===== src/hdl/mpd_pkg.sv =====
// shared types and constants of the mouse packet event decoder
`timescale 1ns / 1ps
package mpd_pkg;

  localparam logic [2:0] PKT_LAST      = 3'd7;
  localparam int         SYNC_IDX      = 7;
  localparam logic [2:0] MASK_RELEASED = 3'b111;

  localparam logic [1:0] KIND_SCROLL = 2'd0;
  localparam logic [1:0] KIND_MOTION = 2'd1;
  localparam logic [1:0] KIND_BUTTON = 2'd2;

  localparam logic [1:0] ID_LEFT   = 2'd0;
  localparam logic [1:0] ID_MIDDLE = 2'd1;
  localparam logic [1:0] ID_RIGHT  = 2'd2;

  // mask bit of each button, active low
  localparam int MASK_LEFT   = 2;
  localparam int MASK_MIDDLE = 1;
  localparam int MASK_RIGHT  = 0;

  localparam int NUM_EVT = 5;

  // one-hot event codes, in emission order
  localparam logic [NUM_EVT-1:0] EVT_SCROLL = 5'b00001;
  localparam logic [NUM_EVT-1:0] EVT_MOTION = 5'b00010;
  localparam logic [NUM_EVT-1:0] EVT_LEFT   = 5'b00100;
  localparam logic [NUM_EVT-1:0] EVT_MIDDLE = 5'b01000;
  localparam logic [NUM_EVT-1:0] EVT_RIGHT  = 5'b10000;

  typedef struct packed {
    logic [NUM_EVT-1:0] pending;
    logic signed [8:0]  dx;
    logic signed [9:0]  dy;
    logic signed [7:0]  wd;
    logic [2:0]         mask;
  } desc_t;

endpackage


===== src/hdl/mpd_front.sv =====
// byte collector and packet classifier of the mouse packet event decoder
`timescale 1ns / 1ps
module mpd_front (
  input  logic          clk,
  input  logic          rst_n,
  input  logic          in_valid,
  output logic          in_ready,
  input  logic [7:0]    in_packet_byte,
  output logic          q_push,
  input  logic          q_ready,
  output mpd_pkg::desc_t q_desc
);

  logic [2:0] pos_r;
  logic [2:0] pos_nxt;
  logic [7:0] held_r [0:6];
  logic [2:0] mask_r;
  logic [2:0] mask_nxt;
  logic       acc;
  logic       at_last;
  logic       good;
  logic [2:0] changed;
  logic signed [8:0] sum_x;
  logic signed [8:0] sum_y;
  logic signed [7:0] sum_w;
  logic [mpd_pkg::NUM_EVT-1:0] pend;

  assign at_last  = (pos_r == mpd_pkg::PKT_LAST);
  assign in_ready = !at_last || q_ready;
  assign acc      = in_valid && in_ready;
  assign good     = held_r[0][mpd_pkg::SYNC_IDX] && !in_packet_byte[mpd_pkg::SYNC_IDX];

  assign sum_x = $signed({held_r[1][7], held_r[1]}) + $signed({held_r[3][7], held_r[3]});
  assign sum_y = $signed({held_r[2][7], held_r[2]}) + $signed({held_r[4][7], held_r[4]});
  assign sum_w = $signed({held_r[5][6], held_r[5][6:0]})
               + $signed({held_r[6][6], held_r[6][6:0]});
  assign changed = held_r[0][2:0] ^ mask_r;

  always_comb begin
    pend = '0;
    if (sum_w != 8'sd0) pend = pend | mpd_pkg::EVT_SCROLL;
    if (sum_x != 9'sd0 || sum_y != 9'sd0) pend = pend | mpd_pkg::EVT_MOTION;
    if (changed[mpd_pkg::MASK_LEFT]) pend = pend | mpd_pkg::EVT_LEFT;
    if (changed[mpd_pkg::MASK_MIDDLE]) pend = pend | mpd_pkg::EVT_MIDDLE;
    if (changed[mpd_pkg::MASK_RIGHT]) pend = pend | mpd_pkg::EVT_RIGHT;
  end

  always_comb begin
    q_desc.pending = pend;
    q_desc.dx      = sum_x;
    q_desc.dy      = -$signed({sum_y[8], sum_y});
    q_desc.wd      = sum_w;
    q_desc.mask    = held_r[0][2:0];
  end

  assign q_push = acc && at_last && good && (pend != '0);

  always_comb begin
    pos_nxt  = pos_r;
    mask_nxt = mask_r;
    if (acc) begin
      pos_nxt = pos_r + 3'd1;
      if (at_last && good) begin
        mask_nxt = held_r[0][2:0];
      end
    end
  end

  always_ff @(posedge clk) begin
    if (!rst_n) begin
      pos_r  <= '0;
      mask_r <= mpd_pkg::MASK_RELEASED;
    end else begin
      pos_r  <= pos_nxt;
      mask_r <= mask_nxt;
    end
  end

  always_ff @(posedge clk) begin
    if (acc && !at_last) begin
      held_r[pos_r] <= in_packet_byte;
    end
  end

  a_push_at_last: assert property (@(posedge clk) disable iff (!rst_n)
    q_push |-> at_last && q_ready)
    else $error("packet request pushed away from the last byte");

endmodule


===== src/hdl/mpd_fifo.sv =====
// short packet queue between the classifier and the event sequencer
`timescale 1ns / 1ps
module mpd_fifo #(
  parameter int DEPTH = 2
) (
  input  logic           clk,
  input  logic           rst_n,
  input  logic           push,
  output logic           push_ready,
  input  mpd_pkg::desc_t push_desc,
  output logic           pop_valid,
  input  logic           pop,
  output mpd_pkg::desc_t pop_desc
);

  localparam int PW = (DEPTH > 1) ? $clog2(DEPTH) : 1;
  localparam int CW = $clog2(DEPTH + 1);
  localparam logic [PW-1:0] PTR_MAX = PW'(DEPTH - 1);
  localparam logic [CW-1:0] CNT_MAX = CW'(DEPTH);

  mpd_pkg::desc_t mem_r [0:DEPTH-1];
  logic [PW-1:0] wr_r;
  logic [PW-1:0] rd_r;
  logic [CW-1:0] cnt_r;
  logic [CW-1:0] cnt_nxt;
  logic          do_push;
  logic          do_pop;

  assign push_ready = (cnt_r != CNT_MAX);
  assign pop_valid  = (cnt_r != '0);
  assign pop_desc   = mem_r[rd_r];
  assign do_push    = push && push_ready;
  assign do_pop     = pop && pop_valid;

  always_comb begin
    cnt_nxt = cnt_r;
    if (do_push && !do_pop) cnt_nxt = cnt_r + CW'(1);
    if (do_pop && !do_push) cnt_nxt = cnt_r - CW'(1);
  end

  always_ff @(posedge clk) begin
    if (!rst_n) begin
      wr_r  <= '0;
      rd_r  <= '0;
      cnt_r <= '0;
    end else begin
      cnt_r <= cnt_nxt;
      if (do_push) wr_r <= (wr_r == PTR_MAX) ? '0 : wr_r + PW'(1);
      if (do_pop) rd_r <= (rd_r == PTR_MAX) ? '0 : rd_r + PW'(1);
    end
  end

  always_ff @(posedge clk) begin
    if (do_push) mem_r[wr_r] <= push_desc;
  end

  a_cnt_bound: assert property (@(posedge clk) disable iff (!rst_n)
    cnt_r <= CNT_MAX)
    else $error("queue count beyond depth");

  a_cnt_step: assert property (@(posedge clk) disable iff (!rst_n)
    do_push && !do_pop |=> cnt_r == $past(cnt_r) + CW'(1))
    else $error("queue count missed a push");

endmodule


===== src/hdl/mpd_back.sv =====
// event sequencer and output register of the mouse packet event decoder
`timescale 1ns / 1ps
module mpd_back (
  input  logic           clk,
  input  logic           rst_n,
  input  logic           q_valid,
  output logic           q_pop,
  input  mpd_pkg::desc_t q_desc,
  output logic           out_valid,
  input  logic           out_ready,
  output logic [1:0]     out_event_kind,
  output logic signed [8:0] out_delta_x,
  output logic signed [9:0] out_delta_y,
  output logic signed [7:0] out_wheel_delta,
  output logic [1:0]     out_button_id,
  output logic           out_pressed,
  output logic           out_last_event
);

  mpd_pkg::desc_t desc_r;
  logic [mpd_pkg::NUM_EVT-1:0] pend_r;
  logic [mpd_pkg::NUM_EVT-1:0] pend_nxt;
  logic [mpd_pkg::NUM_EVT-1:0] sel;
  logic [mpd_pkg::NUM_EVT-1:0] rest;
  logic busy;
  logic load_out;
  logic out_valid_r;
  logic out_valid_nxt;
  logic [1:0] kind_r, kind_nxt;
  logic signed [8:0] dx_r, dx_nxt;
  logic signed [9:0] dy_r, dy_nxt;
  logic signed [7:0] wd_r, wd_nxt;
  logic [1:0] id_r, id_nxt;
  logic pr_r, pr_nxt;
  logic last_r;

  assign busy     = (pend_r != '0);
  assign load_out = busy && (!out_valid_r || out_ready);
  assign sel      = pend_r & (~pend_r + 5'd1);
  assign rest     = pend_r & ~sel;
  assign q_pop    = q_valid && (!busy || (load_out && rest == '0));

  always_comb begin
    pend_nxt = pend_r;
    if (q_pop) pend_nxt = q_desc.pending;
    else if (load_out) pend_nxt = rest;
  end

  always_comb begin
    kind_nxt = mpd_pkg::KIND_SCROLL;
    dx_nxt   = '0;
    dy_nxt   = '0;
    wd_nxt   = '0;
    id_nxt   = mpd_pkg::ID_LEFT;
    pr_nxt   = 1'b0;
    case (sel)
      mpd_pkg::EVT_SCROLL: begin
        wd_nxt = desc_r.wd;
      end
      mpd_pkg::EVT_MOTION: begin
        kind_nxt = mpd_pkg::KIND_MOTION;
        dx_nxt   = desc_r.dx;
        dy_nxt   = desc_r.dy;
      end
      mpd_pkg::EVT_LEFT: begin
        kind_nxt = mpd_pkg::KIND_BUTTON;
        id_nxt   = mpd_pkg::ID_LEFT;
        pr_nxt   = !desc_r.mask[mpd_pkg::MASK_LEFT];
      end
      mpd_pkg::EVT_MIDDLE: begin
        kind_nxt = mpd_pkg::KIND_BUTTON;
        id_nxt   = mpd_pkg::ID_MIDDLE;
        pr_nxt   = !desc_r.mask[mpd_pkg::MASK_MIDDLE];
      end
      mpd_pkg::EVT_RIGHT: begin
        kind_nxt = mpd_pkg::KIND_BUTTON;
        id_nxt   = mpd_pkg::ID_RIGHT;
        pr_nxt   = !desc_r.mask[mpd_pkg::MASK_RIGHT];
      end
      default: begin
        kind_nxt = mpd_pkg::KIND_SCROLL;
      end
    endcase
  end

  always_comb begin
    out_valid_nxt = out_valid_r;
    if (load_out) out_valid_nxt = 1'b1;
    else if (out_ready) out_valid_nxt = 1'b0;
  end

  always_ff @(posedge clk) begin
    if (!rst_n) begin
      pend_r      <= '0;
      out_valid_r <= 1'b0;
    end else begin
      pend_r      <= pend_nxt;
      out_valid_r <= out_valid_nxt;
    end
  end

  always_ff @(posedge clk) begin
    if (q_pop) desc_r <= q_desc;
    if (load_out) begin
      kind_r <= kind_nxt;
      dx_r   <= dx_nxt;
      dy_r   <= dy_nxt;
      wd_r   <= wd_nxt;
      id_r   <= id_nxt;
      pr_r   <= pr_nxt;
      last_r <= (rest == '0);
    end
  end

  assign out_valid       = out_valid_r;
  assign out_event_kind  = kind_r;
  assign out_delta_x     = dx_r;
  assign out_delta_y     = dy_r;
  assign out_wheel_delta = wd_r;
  assign out_button_id   = id_r;
  assign out_pressed     = pr_r;
  assign out_last_event  = last_r;

  a_last_tracks_rest: assert property (@(posedge clk) disable iff (!rst_n)
    load_out |=> out_last_event == ($past(rest) == '0))
    else $error("last event flag out of step with pending events");

  a_no_early_pop: assert property (@(posedge clk) disable iff (!rst_n)
    q_pop && busy |-> load_out && rest == '0)
    else $error("packet request popped while events remain");

endmodule


===== src/hdl/mouse_packet_event_decoder.sv =====
// top level of the mouse packet event decoder
// first event of a packet: via queue, pending register and output register
// throughput: one byte per cycle in, one event per cycle out while out_ready is high
// the last byte of a packet stalls only while the packet queue is full
// reset: byte position to zero, button mask to all released, queue and output empty
`timescale 1ns / 1ps
module mouse_packet_event_decoder #(
  parameter int QUEUE_DEPTH = 2
) (
  input  logic              clk,
  input  logic              rst_n,
  input  logic              in_valid,
  output logic              in_ready,
  input  logic [7:0]        in_packet_byte,
  output logic              out_valid,
  input  logic              out_ready,
  output logic [1:0]        out_event_kind,
  output logic signed [8:0] out_delta_x,
  output logic signed [9:0] out_delta_y,
  output logic signed [7:0] out_wheel_delta,
  output logic [1:0]        out_button_id,
  output logic              out_pressed,
  output logic              out_last_event
);

  logic           push;
  logic           push_ready;
  mpd_pkg::desc_t push_desc;
  logic           pop_valid;
  logic           pop;
  mpd_pkg::desc_t pop_desc;

  mpd_front u_front (
    .clk            (clk),
    .rst_n          (rst_n),
    .in_valid       (in_valid),
    .in_ready       (in_ready),
    .in_packet_byte (in_packet_byte),
    .q_push         (push),
    .q_ready        (push_ready),
    .q_desc         (push_desc)
  );

  mpd_fifo #(
    .DEPTH (QUEUE_DEPTH)
  ) u_fifo (
    .clk        (clk),
    .rst_n      (rst_n),
    .push       (push),
    .push_ready (push_ready),
    .push_desc  (push_desc),
    .pop_valid  (pop_valid),
    .pop        (pop),
    .pop_desc   (pop_desc)
  );

  mpd_back u_back (
    .clk             (clk),
    .rst_n           (rst_n),
    .q_valid         (pop_valid),
    .q_pop           (pop),
    .q_desc          (pop_desc),
    .out_valid       (out_valid),
    .out_ready       (out_ready),
    .out_event_kind  (out_event_kind),
    .out_delta_x     (out_delta_x),
    .out_delta_y     (out_delta_y),
    .out_wheel_delta (out_wheel_delta),
    .out_button_id   (out_button_id),
    .out_pressed     (out_pressed),
    .out_last_event  (out_last_event)
  );

endmodule


===== config.mk =====
export PLATFORM = sky130hd
export DESIGN_NAME = mouse_packet_event_decoder
export DESIGN_NICKNAME = d
export VERILOG_FILES = /design/src/hdl/mpd_pkg.sv /design/src/hdl/mpd_front.sv /design/src/hdl/mpd_fifo.sv /design/src/hdl/mpd_back.sv /design/src/hdl/mouse_packet_event_decoder.sv
export SDC_FILE = /design/constraint.sdc
export NUM_CORES = 1
export LEC_CHECK = 0
export BUFFER_PORTS_ARGS = -buffer_cell sky130_fd_sc_hd__buf_4
export CAP_MARGIN = 20
export CORE_MARGIN = 3
export CORE_UTILIZATION = 25
export CTS_CLUSTER_DIAMETER = 200
export CTS_CLUSTER_SIZE = 10
export DETAILED_ROUTE_END_ITERATION = 8
export HOLD_SLACK_MARGIN = 0.02
export PLACE_DENSITY = 0.36
export SLEW_MARGIN = 25
export SYNTH_ARGS = -nofsm -noshare
export SYNTH_HDL_FRONTEND = slang
export SYNTH_SLANG_ARGS = --single-unit

===== constraint.sdc =====
create_clock -name clk -period 9.3 [get_ports clk]
set_clock_uncertainty 0.1 [all_clocks]
set_input_delay 0.93 -clock clk [delete_from_list [all_inputs] [get_ports clk]]
set_output_delay 0.93 -clock clk [all_outputs]
set_load 0.05 [all_outputs]

# After elaboration in Yosys (flattened, before gate mapping)
# Memory sizes are Yosys's and may differ from the RTL's. A register that Yosys moved wholly into a read port is not among the register bits.
# Cells that the tools add are included.
# word_totals
output_inout_bits	35
inputBits	12
romBits	0
mem_bits_rw	126
wordCells	103
latch_bits	0
memories	2
regBits	79
# op_classes
bitwise_logic	5
addsub	10
shift	0
div_mod_pow	0
eq_ne	7
n_mux	22
order_cmp	0
mul	0
n_reduce_logical	39
# memory_table
name	words	width	rd	rd_clocked_by_memory_dff	wr	line	source
u_fifo.mem_r	2	35	1	1	1	mpd_fifo.sv:21	mpd_pkg::desc_t mem_r [0:DEPTH-1];
u_front.held_r	7	8	7	0	1	mpd_front.sv:16	logic [7:0] held_r [0:6];
# op_table
op	n
adder 8 x 8 -> 9 bit	2
nonzero test 9 bit	2
2-to-1 mux 5 bit	3
logical AND 1 bit	14
2-to-1 mux 1 bit	11
bitwise AND 5 bit	2
negator 9 -> 10 bit	1
NOT 5 bit	2
nonzero test 5 bit	2
zero test 1 bit	9
adder 7 x 7 -> 8 bit	1
case mux 2 bit (2 select lines)	2
nonzero test 2 bit	4
nonzero test 8 bit	1
2-to-1 mux 2 bit	3
adder 5 x 1 -> 5 bit (second input constant)	1
equality test 5 x 1 -> 1 bit (second input constant)	1
equality test 5 x 2 -> 1 bit (second input constant)	1
equality test 5 x 3 -> 1 bit (second input constant)	1
equality test 5 x 4 -> 1 bit (second input constant)	1
equality test 5 bit (second input constant)	1
zero test 5 bit	1
logical OR 1 bit	4
2-to-1 mux 4 bit	1
other kinds (11)	12

# Logic depth before layout (Yosys ltp)
# Gate-level depths: netlist of run 1.
# depth
ltp_word	14
mapped_depth	19
depth_no_buf	19

# By module
# Synthesis of run 1 repeated with hierarchy kept, for this count alone.
# hier_totals
hier_cells	529
hier_area_um2	8339.2
# by_module_without_submodules
mod	cells_per_inst	area_each_um2	instances
mpd_front	250	3089.2	1
mpd_fifo	133	2751.4	1
mpd_back	146	2498.6	1

# Least setup slack after synthesis of run 1
# OpenSTA, ideal clock, no wires.
# synth_timing
path_kind	register to register
start	memory u_front.held_r[4][0]
end	memory u_fifo.mem_r[1][0] in the netlist's numbering, enable pin
n_path_buf	0
slack_ns	4.688
setup_ns	0.427
stages_incl_launch_ff	17
arrival_ns	4.085
path_cell_list	edfxtp_1 ha_1 inv_1 fa_1 nor2b_1 o21ai_1 a21boi_1 nor4_1 nor3_1 nor4_1 ha_1 nand3_1 a211o_1 nor4b_1 and4bb_4 or2_1 nor2_1
# synth_lines
item	line
start: declaration	mpd_front.sv:16
end: declaration	mpd_fifo.sv:21

==> run summary, run 1 <==
## Run status
- complete, no violations — status

## Yosys
- 8240 um2 — area of the mapped netlist
- sky130_fd_sc_hd__edfxtp_1 (67%), sky130_fd_sc_hd__ha_1 (4.3%), sky130_fd_sc_hd__dfxtp_1 (4.1%) — ranking of synthesized cells by area
- 530 — Gate Count Post-Synth
- sky130_fd_sc_hd__edfxtp_1 (183), sky130_fd_sc_hd__mux2_2 (30), sky130_fd_sc_hd__nor2_1 (30) — Synth top cells by count
- sky130_fd_sc_hd__edfxtp_1 — largest area contributor in the synthesized netlist
- sky130_fd_sc_hd__edfxtp_1 — dominant cell by count in the synthesized netlist
- 183 — number of flops mapped to enable cells by yosys
- 573 — Net Count, Synth
- sky130_fd_sc_hd__edfxtp_1 — main flop type after synthesis
- 66.7% — proportion of netlist area held by the largest area contributor
- 0 — synthesis warning total
- 62 — synth unique cells
- 0% — async set-or-reset flop fraction in the synthesized netlist
- 15.5 um2 — Synth Area per Inst
- 200 — Seq cells post-synth
- 70.8% — register area share after synthesis

## Routing
- 0 — Remaining DRCs
- 7860 um — metal1 wirelength
- 6480 um — routed wl met2
- 14.6 um — detail-routed net length per standard cell
- 4 — iteration count of the initial detailed-routing pass
- 15100 um — final WL
- 0 — Detail Route Antenna Nets
- 589 um — sum of met3 wire segment lengths after detailed routing
- 215 — count of routing violations after the opening detailed-route iteration
- 4.02 — detail-routed via count per cell
- 4165 — vias
- met4 — highest metal layer used by the detailed router

## GRT
- 36 — maximum number of pins on one net before global-route repair
- 24300 um — first-pass GRT wire length
- 4230 — via count of the first global-routing pass
- 0 — total overflow reported by the global router
- 8.97% — all-layer global routing usage
- 0 — antenna violations before repair

## Die
- 25.7% — initial cell density of the core
- 32000 um2 — Placeable Area
- 35200 um2 — area enclosed by the die boundary
- 188 um — vertical die dimension
- 47 — number of I/O pins
- 65 — site row count
- 188 um — die width

## Clocking
- 0 — Resized Gates After CTS
- 0 — number of hold buffers added after cts
- 17 — total CTS buffers
- 430 ps — clock latency on the worst-skew pair
- sky130_fd_sc_hd__clkbuf_16 — clk root buf
- 200 — Sink Count
- 4 — maximum level of the CTS H-tree
- 80 ps — Clock transition at path regs
- 2 — maximum buffer depth of the clock tree
- yes — TritonCTS clock tree
- 0 — Setup Fix Bufs, Post-CTS

## Min path
- u_front.mask_r[1]$_SDFFE_PN1P_ — Hold Path Origin
- reg -> reg — Hold Path Class
- 2 — cell depth of the worst min-delay path
- u_front.mask_r[1]$_SDFFE_PN1P_ — Hold EP

## Run
- 0 — count of max-cap constraint violations

## Placement
- 0.714 — Final GP Congestion
- 10700 um — HPWL after detailed placement
- 46 — total of buffers placed on input and output ports

## Critical path
- 9560 ps — data required time of the critical path
- 18 — number of cells traversed by the worst register-to-register path
- 4830 ps — Register-to-Register Setup Slack
- flop — crit start category
- u_fifo.cnt_r[1]$_SDFFE_PN0P_ — RR Endpoint
- reg -> reg — critical path class
- 4 — Critical Path Fanout Max
- flop — kind of capture point of the worst setup path
- 4730 ps — arrival time of the worst setup path
- u_front.held_r[2][0]$_DFFE_PP_ — worst r2r src

## Final layout
- 18.0% — post-synthesis to final-layout area growth
- 631 — net count of the finished layout
- 0 — ant diodes
- 21.0% — fraction of layout cells with a size suffix above 1

## Pwr
- 1.38 mW — internal power consumption
- 1.74 mW — Pwr Total
- 0.363 mW — NetSw
- 179 nW/um2 — power density cells
- 56.5% — portion of total power attributed to sequential cells
- 0.120 mV — maximum vdd ir drop
- 20.8% — fraction of power spent switching nets
- 3.20 nW — P_leak
- 40.6% — share of total power in the clock network
- 2.9% — share of total power in combinational logic

## STA
- 0.224 GHz — achievable clock frequency
- 48.1% — fraction of the cycle the final worst path needs
- false — unrepaired setup endpoints after global routing
- 45.2% — relative slew slack
- 4470 ps — final critical-path required period
- 0 — total count of max-transition violations in the final report
- 0 — final setup vio count
- 0 — hold violation count in the final report
- 820 ps — slew at the pin closest to its max-slew limit
- 0 ps — total negative slack for setup checks

-- placed cells by master, fill, tap and decap left out, types with 4 or more instances in the layout --
cell / n
sky130_fd_sc_hd__mux2_2: 30
sky130_fd_sc_hd__edfxtp_1: 183
sky130_fd_sc_hd__dfxtp_1: 17
sky130_fd_sc_hd__ha_1: 28
sky130_fd_sc_hd__or3_1: 4
sky130_fd_sc_hd__xnor2_1: 10
sky130_fd_sc_hd__buf_4: 50
sky130_fd_sc_hd__nor2b_1: 5
sky130_fd_sc_hd__nor3b_1: 4
sky130_fd_sc_hd__nand2_1: 18
sky130_fd_sc_hd__nor3_1: 12
sky130_fd_sc_hd__inv_1: 21
sky130_fd_sc_hd__nand3b_1: 5
sky130_fd_sc_hd__xor2_1: 13
sky130_fd_sc_hd__nand2b_1: 6
sky130_fd_sc_hd__o31ai_1: 5
sky130_fd_sc_hd__nand3_1: 8
sky130_fd_sc_hd__clkinvlp_4: 4
sky130_fd_sc_hd__o21ai_1: 6
sky130_fd_sc_hd__clkbuf_16: 17
sky130_fd_sc_hd__mux2i_1: 10
sky130_fd_sc_hd__a21o_1: 4
sky130_fd_sc_hd__nor2_1: 29
sky130_fd_sc_hd__a21oi_1: 11
sky130_fd_sc_hd__o211ai_1: 4
sky130_fd_sc_hd__and2_1: 29
sky130_fd_sc_hd__inv_6: 4
-- stage by stage --
step	hold slack, ps	cell area [um2]	cells	worst slack (ps)	utilization [%]
6_report	396	9720	1036	4830	30.3
2_1_floorplan	362	8240	530	4690	-
3_5_place_dp	383	9130	1003	4750	28.5
5_1_grt	425	9720	1036	4360	30.3
3_3_place_gp	373	9130	1003	4810	28.5
4_1_cts	401	9690	1035	4750	30.2
-- how the worst max path moves through the flow --
| stage | endpoint | from | slack, ps | cells past startpoint |
|---|---|---|---|---|
| after floorplan | u_fifo.mem_r[1][0]$_DFFE_PP_ | u_front.held_r[4][0]$_DFFE_PP_ | 4690 | 16 |
| after global routing | u_fifo.cnt_r[1]$_SDFFE_PN0P_ | u_front.held_r[4][0]$_DFFE_PP_ | 4360 | 18 |
| final | u_fifo.cnt_r[1]$_SDFFE_PN0P_ | u_front.held_r[2][0]$_DFFE_PP_ | 4830 | 18 |
| after global placement | u_fifo.cnt_r[1]$_SDFFE_PN0P_ | u_front.held_r[4][1]$_DFFE_PP_ | 4810 | 16 |
| after CTS | u_fifo.cnt_r[1]$_SDFFE_PN0P_ | u_front.held_r[4][1]$_DFFE_PP_ | 4750 | 16 |
| after detailed placement | u_fifo.cnt_r[1]$_SDFFE_PN0P_ | u_front.held_r[4][1]$_DFFE_PP_ | 4750 | 16 |
-- power by group through the flow --
stage	Combinational [mW]	Sequential [mW]	Clock (mW)
after floorplan	0.0279	1.01	0
after global routing	0.0570	0.987	0.778
final	0.0503	0.987	0.708
after global placement	0.0506	1.01	0
after CTS	0.0517	0.986	0.735
after detailed placement	0.0516	1.01	0
-- routing by layer --
metal  GRT usage [%]  vias to the layer above
met4            3.03                        0
met1            12.6                     1990
met3            2.77                       11
li1                -                     2104
met5               0                        -
met2            13.1                       60
-- flip-flops by register name, indices dropped and copies added (netlist names), 5 cells and up, named ones only --
| name | cells |
|---|---|
| u_back.desc_r | 30 |
| u_back.out_delta_x | 9 |
| u_back.out_delta_y | 10 |
| u_back.out_wheel_delta | 8 |
| u_back.pend_r | 5 |
| u_fifo.mem_r | 70 |
| u_front.held_r | 50 |
-- critical path, stage by stage, from the launching register on --
cell	delay, ps
sky130_fd_sc_hd__edfxtp_1	340
sky130_fd_sc_hd__ha_1	160
sky130_fd_sc_hd__inv_1	50
sky130_fd_sc_hd__fa_1	390
sky130_fd_sc_hd__nor2b_1	130
sky130_fd_sc_hd__o21ai_1	80
sky130_fd_sc_hd__a21boi_1	240
sky130_fd_sc_hd__nor2_1	130
sky130_fd_sc_hd__or3_1	380
sky130_fd_sc_hd__nor4_1	270
sky130_fd_sc_hd__ha_1	210
sky130_fd_sc_hd__nand3_1	70
sky130_fd_sc_hd__a211o_1	230
sky130_fd_sc_hd__nor4b_1	450
sky130_fd_sc_hd__and4bb_4	310
sky130_fd_sc_hd__or2_1	130
sky130_fd_sc_hd__ha_1	270
sky130_fd_sc_hd__or3_1	350
sky130_fd_sc_hd__a21oi_1	140
-- final cells by class --
class                           count  area [um2]
Fill cell                        3241       22300
Sequential cell                   200        5840
Multi-Input combinational cell    295        2290
Tap cell                          435         544
Clock buffer                       20         447
Timing Repair Buffer               51         403
Clock inverter                     12         116
Inverter                           23        87.6
-- logic make-up after synthesis --
kind of cell | count (synthesis) | synth area share [%]
fa+ha+maj | 32 | 5.10
xor+xnor | 23 | 2.45
buf+inv | 35 | 1.61
flops | 200 | 70.8
simple gates | 139 | 9.34
mux | 41 | 5.45
compound gates | 60 | 5.21
(Power assumes the default switching activity.)
==> inputs of run 2 (changes only) <==
clock period = 4.64 ns   (was 9.3 ns; I/O delays follow)
==> run 2 against run 1 <==
Compared with the run above:
- flip-flop and latch count did not move
- die area unchanged
- final cell count is essentially flat
- non-clock buffer count up 1
- critical path depth fell by 1
- worst hold slack lost 230 ps
- register-to-register slack got worse by 4400 ps
- clock power is 100% higher
- maximum frequency rose by 5.7%
- critical endpoint unchanged
- largest cell class unchanged
- largest power group unchanged
- highest routed layer unchanged
==> run summary, run 2 (synthesis gave the netlist of run 1 again) <==
## Critical path
- 4480 ps — arrival time of the worst setup path, -250 ps
- u_front.held_r[4][1]$_DFFE_PP_ — worst r2r src
- u_fifo.cnt_r[1]$_SDFFE_PN0P_ — Critical Path End
- 4 — Critical Path Fanout Max, unchanged
- 410 ps — Register-to-Register Setup Slack, -4420 ps
- flop — kind of capture point of the worst setup path
- u_fifo.cnt_r[1]$_SDFFE_PN0P_ — RR Endpoint
- 17 — number of cells traversed by the worst register-to-register path, -1
- reg -> reg — critical path class
- u_front.held_r[4][1]$_DFFE_PP_ — CP startpoint
- flop — crit start category
- 4890 ps — data required time of the critical path, -4670 ps

## STA
- 0 ps — total negative slack for setup checks, unchanged
- 91.2% — fraction of the cycle the final worst path needs, +43 points
- 840 ps — slew at the pin closest to its max-slew limit, +20.6 ps
- 0 — final setup vio count, unchanged
- 4230 ps — final critical-path required period, -241 ps
- 43.8% — relative slew slack, -1.4 points
- 0 — total count of max-transition violations in the final report, unchanged
- 166 ps — post-route worst hold slack, -230 ps
- false — unrepaired setup endpoints after global routing
- 0 — hold violation count in the final report, unchanged
- 0.236 GHz — achievable clock frequency, +5.7%

## Pwr
- 360 nW/um2 — power density cells, +100%
- 3.22 nW — P_leak, +0.39%
- 0.236 mV — maximum vdd ir drop, +97%

## Routing
- 5 — iteration count of the initial detailed-routing pass, +1
- 0 — Detail Route Antenna Nets, unchanged
- 0 — Remaining DRCs, unchanged
- 4165 — vias, unchanged
- 4.02 — detail-routed via count per cell, about the same
- 15300 um — final WL, +0.94%
- 14.7 um — detail-routed net length per standard cell, +0.84%
- 253 — count of routing violations after the opening detailed-route iteration, +18%

## Run status
- complete, no violations — status

## Clocking
- 0 — Setup Fix Bufs, Post-CTS, unchanged
- 0 — Resized Gates After CTS, unchanged
- 17 — total CTS buffers, unchanged
- 4 — maximum level of the CTS H-tree, unchanged
- 430 ps — clock latency on the worst-skew pair, about the same
- yes — TritonCTS clock tree
- 200 — Sink Count, unchanged
- 2 — maximum buffer depth of the clock tree, unchanged
- sky130_fd_sc_hd__clkbuf_16 — clk root buf
- 0 — number of hold buffers added after cts, unchanged
- 70 ps — Clock transition at path regs, about the same

## Die
- 47 — number of I/O pins, unchanged
- 188 um — die width, unchanged
- 25.7% — initial cell density of the core, unchanged
- 32000 um2 — Placeable Area, unchanged
- 188 um — vertical die dimension, unchanged
- 65 — site row count, unchanged
- 35200 um2 — area enclosed by the die boundary, unchanged

## Final layout
- sky130_fd_sc_hd__edfxtp_1 — leading cell type in the layout, fill and taps excluded
- sky130_fd_sc_hd__edfxtp_1 (183), sky130_fd_sc_hd__buf_4 (49), sky130_fd_sc_hd__mux2_2 (30), sky130_fd_sc_hd__nor2_1 (29), sky130_fd_sc_hd__and2_1 (29) — most frequent cells in the layout
- 18.7% — post-synthesis to final-layout area growth
- 0 — ant diodes, unchanged
- 21.6% — fraction of layout cells with a size suffix above 1, +0.63 points
- 70 — max reg flops, unchanged
- u_fifo.mem_r — largest register by flop count
- u_fifo.mem_r x70, u_front.held_r x50, u_back.desc_r x30 — largest registers
- 632 — net count of the finished layout, +0.16%

## Min path
- in_packet_byte[5] — Hold Path Origin
- in -> reg — Hold Path Class

## GRT
- 0 — antenna violations before repair, unchanged
- 36 — maximum number of pins on one net before global-route repair, unchanged
- 4192 — via count of the first global-routing pass, -0.90%
- 9.04% — all-layer global routing usage, +0.069 points
- 0 — total overflow reported by the global router, unchanged
- 24600 um — first-pass GRT wire length, +0.97%

## Placement
- 10600 um — HPWL after detailed placement, -0.88%
- 46 — total of buffers placed on input and output ports, unchanged
- 0.701 — Final GP Congestion, -1.8%

## Run
- 0 — count of max-cap constraint violations, unchanged

run 2: cell count changes in the layout (fill, tap and decap cells not counted), sizes merged:
cell    change
buf         +1
inv         -3
bufinv      +1
clkinv      +2
run 2: where the power goes:
group / total (mW) / internal (mW) / switching (mW)
Sequential: 1.98 / 1.97 / 0.00847
Clock: 1.44 / 0.792 / 0.646
Combinational: 0.103 / 0.0367 / 0.0666
Total: 3.52 / 2.80 / 0.721
run 2: critical path: stages, from the launching register on:
cell	delay, ps
sky130_fd_sc_hd__edfxtp_1	400
sky130_fd_sc_hd__ha_1	310
sky130_fd_sc_hd__a21o_1	190
sky130_fd_sc_hd__a21oi_2	170
sky130_fd_sc_hd__o211ai_1	160
sky130_fd_sc_hd__xor2_1	190
sky130_fd_sc_hd__or3_4	430
sky130_fd_sc_hd__nor4_2	150
sky130_fd_sc_hd__ha_1	190
sky130_fd_sc_hd__nand3_1	70
sky130_fd_sc_hd__a211o_1	240
sky130_fd_sc_hd__nor4b_2	260
sky130_fd_sc_hd__buf_4	150
sky130_fd_sc_hd__and4bb_4	230
sky130_fd_sc_hd__or2_1	140
sky130_fd_sc_hd__ha_1	270
sky130_fd_sc_hd__or3_1	360
sky130_fd_sc_hd__a21oi_1	140
run 2: metrics by stage:
step,instances,setup slack (ps),total power [mW],utilization (%),cell area [um2]
6_report,1037,407,3.52,30.5,9780
5_1_grt,1037,18.0,3.66,30.5,9780
4_1_cts,1036,86.2,3.57,30.3,9720
3_5_place_dp,1004,103,2.12,28.6,9160
3_3_place_gp,1004,204,2.12,28.6,9160
2_1_floorplan,530,27.8,2.08,-,8240
run 2: cell type report:
type	instances	area (um2)
clock buffers	20	437
clock inverters	12	125
fillers	3192	22300
inverters	23	87.6
multi-input cells	295	2320
flip-flops and latches	200	5840
well taps	435	544
repair buffers	52	435
run 2: worst min path at each step:
| stage | end | cells after the start |
|---|---|---|
| after global routing | u_front.held_r[5][5]$_DFFE_PP_ | 1 |
| after detailed placement | u_front.pos_r[1]$_SDFFE_PN0P_ | 2 |
| after CTS | u_front.held_r[5][5]$_DFFE_PP_ | 1 |
| final | u_front.held_r[5][5]$_DFFE_PP_ | 1 |
| after floorplan | u_front.pos_r[1]$_SDFFE_PN0P_ | 2 |
| after global placement | u_front.pos_r[1]$_SDFFE_PN0P_ | 2 |
run 2: per-layer routing:
metal	global-route usage, %	wire (um)
met5	0	0
met4	2.86	172
met3	2.80	630
met2	12.8	6440
met1	13.2	8040
==> inputs of run 3 (changes only) <==
clock period = 4.2 ns   (was 4.64 ns; I/O delays follow)
==> run 3 against run 2 <==
Compared with the run above:
- non-clock buffer count is 16 higher
- sequential share of layout area is 1.0 points lower
- sequential power is 11% higher
- utilization is 0.52 points higher
- die area stayed put
- flip-flop and latch count stayed put
- global-route usage is 0.21 points lower
- routed wire length is 2.4% lower
- largest power group unchanged
- register-to-register slack worse by 240 ps
- critical path depth is 3 higher
- via count is 1.1% higher
==> run summary, run 3 (synthesis gave the netlist of run 1 again) <==
## GRT
- 0 — antenna violations before repair, unchanged
- 36 — maximum number of pins on one net before global-route repair, unchanged
- 8.83% — all-layer global routing usage, -0.21 points
- 0 — total overflow reported by the global router, unchanged
- 24000 um — first-pass GRT wire length, -2.3%
- 4217 — via count of the first global-routing pass, +0.60%

## Die
- 188 um — vertical die dimension, unchanged
- 25.7% — initial cell density of the core, unchanged
- 47 — number of I/O pins, unchanged
- 32000 um2 — Placeable Area, unchanged
- 65 — site row count, unchanged
- 188 um — die width, unchanged
- 35200 um2 — area enclosed by the die boundary, unchanged

## Critical path
- 360 ps — delay contributed by the slowest stage of the critical path, -70 ps
- flop — kind of capture point of the worst setup path
- 20 — total number of cells along the worst setup path, +3
- reg -> reg — critical path class
- sky130_fd_sc_hd__or3_1 — standard cell with the maximum stage delay on the critical path
- 3 — count of buffering cells on the critical path with inverters included, +2
- ha_1 -> inv_1 -> fa_2 -> nor2b_1 -> o21ai_1 -> a21boi_1 -> buf_4 -> o31a_1 -> nor3_2 -> nor4_4 -> ha_2 -> nand3_1 -> a211o_1 -> nor4b_4 -> buf_4 -> and4bb_4 -> or2_4 -> ha_1 -> or3_1 -> a21oi_2 — Critical Path, Cell by Cell
- simple AND/OR/NAND/NOR gates — crit-path leading delay family
- flop — crit start category
- 4450 ps — data required time of the critical path, -440 ps
- 20 — number of cells traversed by the worst register-to-register path, +3
- 4290 ps — arrival time of the worst setup path, -190 ps
- 2 — Critical Path Fanout Max, -2

## Final layout
- 20.8% — post-synthesis to final-layout area growth
- u_fifo.mem_r — largest register by flop count
- 24.6% — fraction of layout cells with a size suffix above 1, +3.0 points
- sky130_fd_sc_hd__edfxtp_1 (183), sky130_fd_sc_hd__buf_4 (65), sky130_fd_sc_hd__mux2_2 (30), sky130_fd_sc_hd__nor2_1 (29), sky130_fd_sc_hd__and2_1 (29) — most frequent cells in the layout
- 3201 — fill cell total of the finished layout, +0.28%
- 1053 — number of non-filler instances in the completed layout, +1.5%
- u_fifo.mem_r x70, u_front.held_r x50, u_back.desc_r x30 — largest registers
- 0 — ant diodes, unchanged
- 70 — max reg flops, unchanged
- sky130_fd_sc_hd__edfxtp_1 — leading cell type in the layout, fill and taps excluded
- 648 — net count of the finished layout, +2.5%

## Clocking
- 430 ps — clock latency on the worst-skew pair, about the same
- yes — TritonCTS clock tree
- 2 — maximum buffer depth of the clock tree, unchanged
- sky130_fd_sc_hd__clkbuf_16 — clk root buf
- 17 — total CTS buffers, unchanged
- 80 ps — Clock transition at path regs, about the same
- 0 — Setup Fix Bufs, Post-CTS, unchanged
- 200 — Sink Count, unchanged
- 4 — maximum level of the CTS H-tree, unchanged

## Pwr
- 0.806 mW — NetSw, +12%
- 55.8% — portion of total power attributed to sequential cells, -0.4 points
- 393 nW/um2 — power density cells, +9.3%
- 3.11 mW — internal power consumption, +11%
- 3.31 nW — P_leak, +3.0%
- 0.258 mV — maximum vdd ir drop, +9.3%
- 20.6% — fraction of power spent switching nets, +0.13 points
- 41.1% — share of total power in the clock network, +0.2 points
- 3.1% — share of total power in combinational logic, +0.2 points

## Routing
- 14900 um — final WL, -2.4%
- 0 — Remaining DRCs, unchanged
- 14.2 um — detail-routed net length per standard cell, -3.8%
- 6510 um — routed wl met2, +1.1%
- 204 — count of routing violations after the opening detailed-route iteration, -19%
- 689 um — sum of met3 wire segment lengths after detailed routing, +9.4%
- 4.00 — detail-routed via count per cell, -0.41%
- 0 — Detail Route Antenna Nets, unchanged
- met4 — highest metal layer used by the detailed router
- 4 — iteration count of the initial detailed-routing pass, -1
- 4212 — vias, +1.1%
- 7580 um — metal1 wirelength, -5.8%

## Placement
- 0.709 — Final GP Congestion, +1.2%
- -247 ps — placement-stage worst setup slack, -350 ps
- 10800 um — HPWL after detailed placement, +1.6%
- 1020 — DP Cell Count, +1.6%
- 46 — total of buffers placed on input and output ports, unchanged

## STA
- 4030 ps — final critical-path required period, -199 ps
- 0 — final setup vio count, unchanged
- 0.248 GHz — achievable clock frequency, +4.9%
- true — unrepaired setup endpoints after global routing
- 166 ps — final critical-path setup slack, -241 ps
- 40.6% — relative slew slack, -3.2 points
- 96.0% — fraction of the cycle the final worst path needs, +4.8 points
- 0 — total count of max-transition violations in the final report, unchanged
- 888 ps — slew at the pin closest to its max-slew limit, +48.0 ps
- 0 — hold violation count in the final report, unchanged

## Min path
- 1 — cell depth of the worst min-delay path, unchanged
- in -> reg — Hold Path Class

## Run status
- complete, no violations — status

## Run
- 0 — count of max-cap constraint violations, unchanged

-- run 3: cell count changes in the layout (fill, tap and decap cells not counted), sizes merged --
cell    previous run  this run
clkbuf            20        19
clkinv             5         4
inv               24        26
buf               52        68
-- run 3: through the flow --
stage	power, mW	TNS, ps	area [um2]	util (%)	hold slack [ps]
floorplan	2.30	0	8240	-	362
global placement	2.35	-284	9280	29.0	373
detailed placement	2.35	-2610	9280	29.0	385
CTS	3.98	0	9880	30.8	101
global route	4.09	-109	9950	31.0	94.8
finish	3.91	0	9950	31.0	119
-- run 3: final timing paths --
path	from	endpoint	slack, ps
setup / recovery	u_front.held_r[4][0]$_DFFE_PP_	u_fifo.cnt_r[1]$_SDFFE_PN0P_	170
hold reg to reg	u_front.mask_r[1]$_SDFFE_PN1P_	u_front.mask_r[1]$_SDFFE_PN1P_	410
hold / removal	in_packet_byte[5]	u_front.held_r[6][5]$_DFFE_PP_	120
setup reg to reg	u_front.held_r[4][0]$_DFFE_PP_	u_fifo.cnt_r[1]$_SDFFE_PN0P_	170
-- run 3: final cells by class --
| type | instances | area [um2] | share of cell area [%] |
|---|---|---|---|
| Multi-Input combinational cell | 295 | 2350 | 23.6 |
| Inverter | 23 | 87.6 | 0.880 |
| Timing Repair Buffer | 68 | 556 | 5.58 |
| Sequential cell | 200 | 5840 | 58.7 |
| Tap cell | 435 | 544 | 5.47 |
| Clock inverter | 13 | 145 | 1.46 |
| Clock buffer | 19 | 433 | 4.35 |
-- run 3: power by group through the flow --
stage               logic (mW)  clock network, mW  registers, mW
global placement         0.116                  0           2.23
finish                   0.119               1.61           2.19
floorplan               0.0618                  0           2.23
CTS                      0.121               1.67           2.18
global route             0.134               1.77           2.19
detailed placement       0.119                  0           2.23
-- run 3: per-layer routing --
layer  global-route usage [%]  vias to the layer above
met4                     2.97                        0
met2                     13.0                       70
met3                     2.86                        6
li1                         -                     2132
met1                     12.3                     2004
met5                        0                        -
-- run 3: timing repair --
action,in CTS,in global routing
pin swaps,5,0
gates resized for setup,5,7
endpoints found under the setup margin,72,30
hold buffers,0,0
gates cloned,0,0
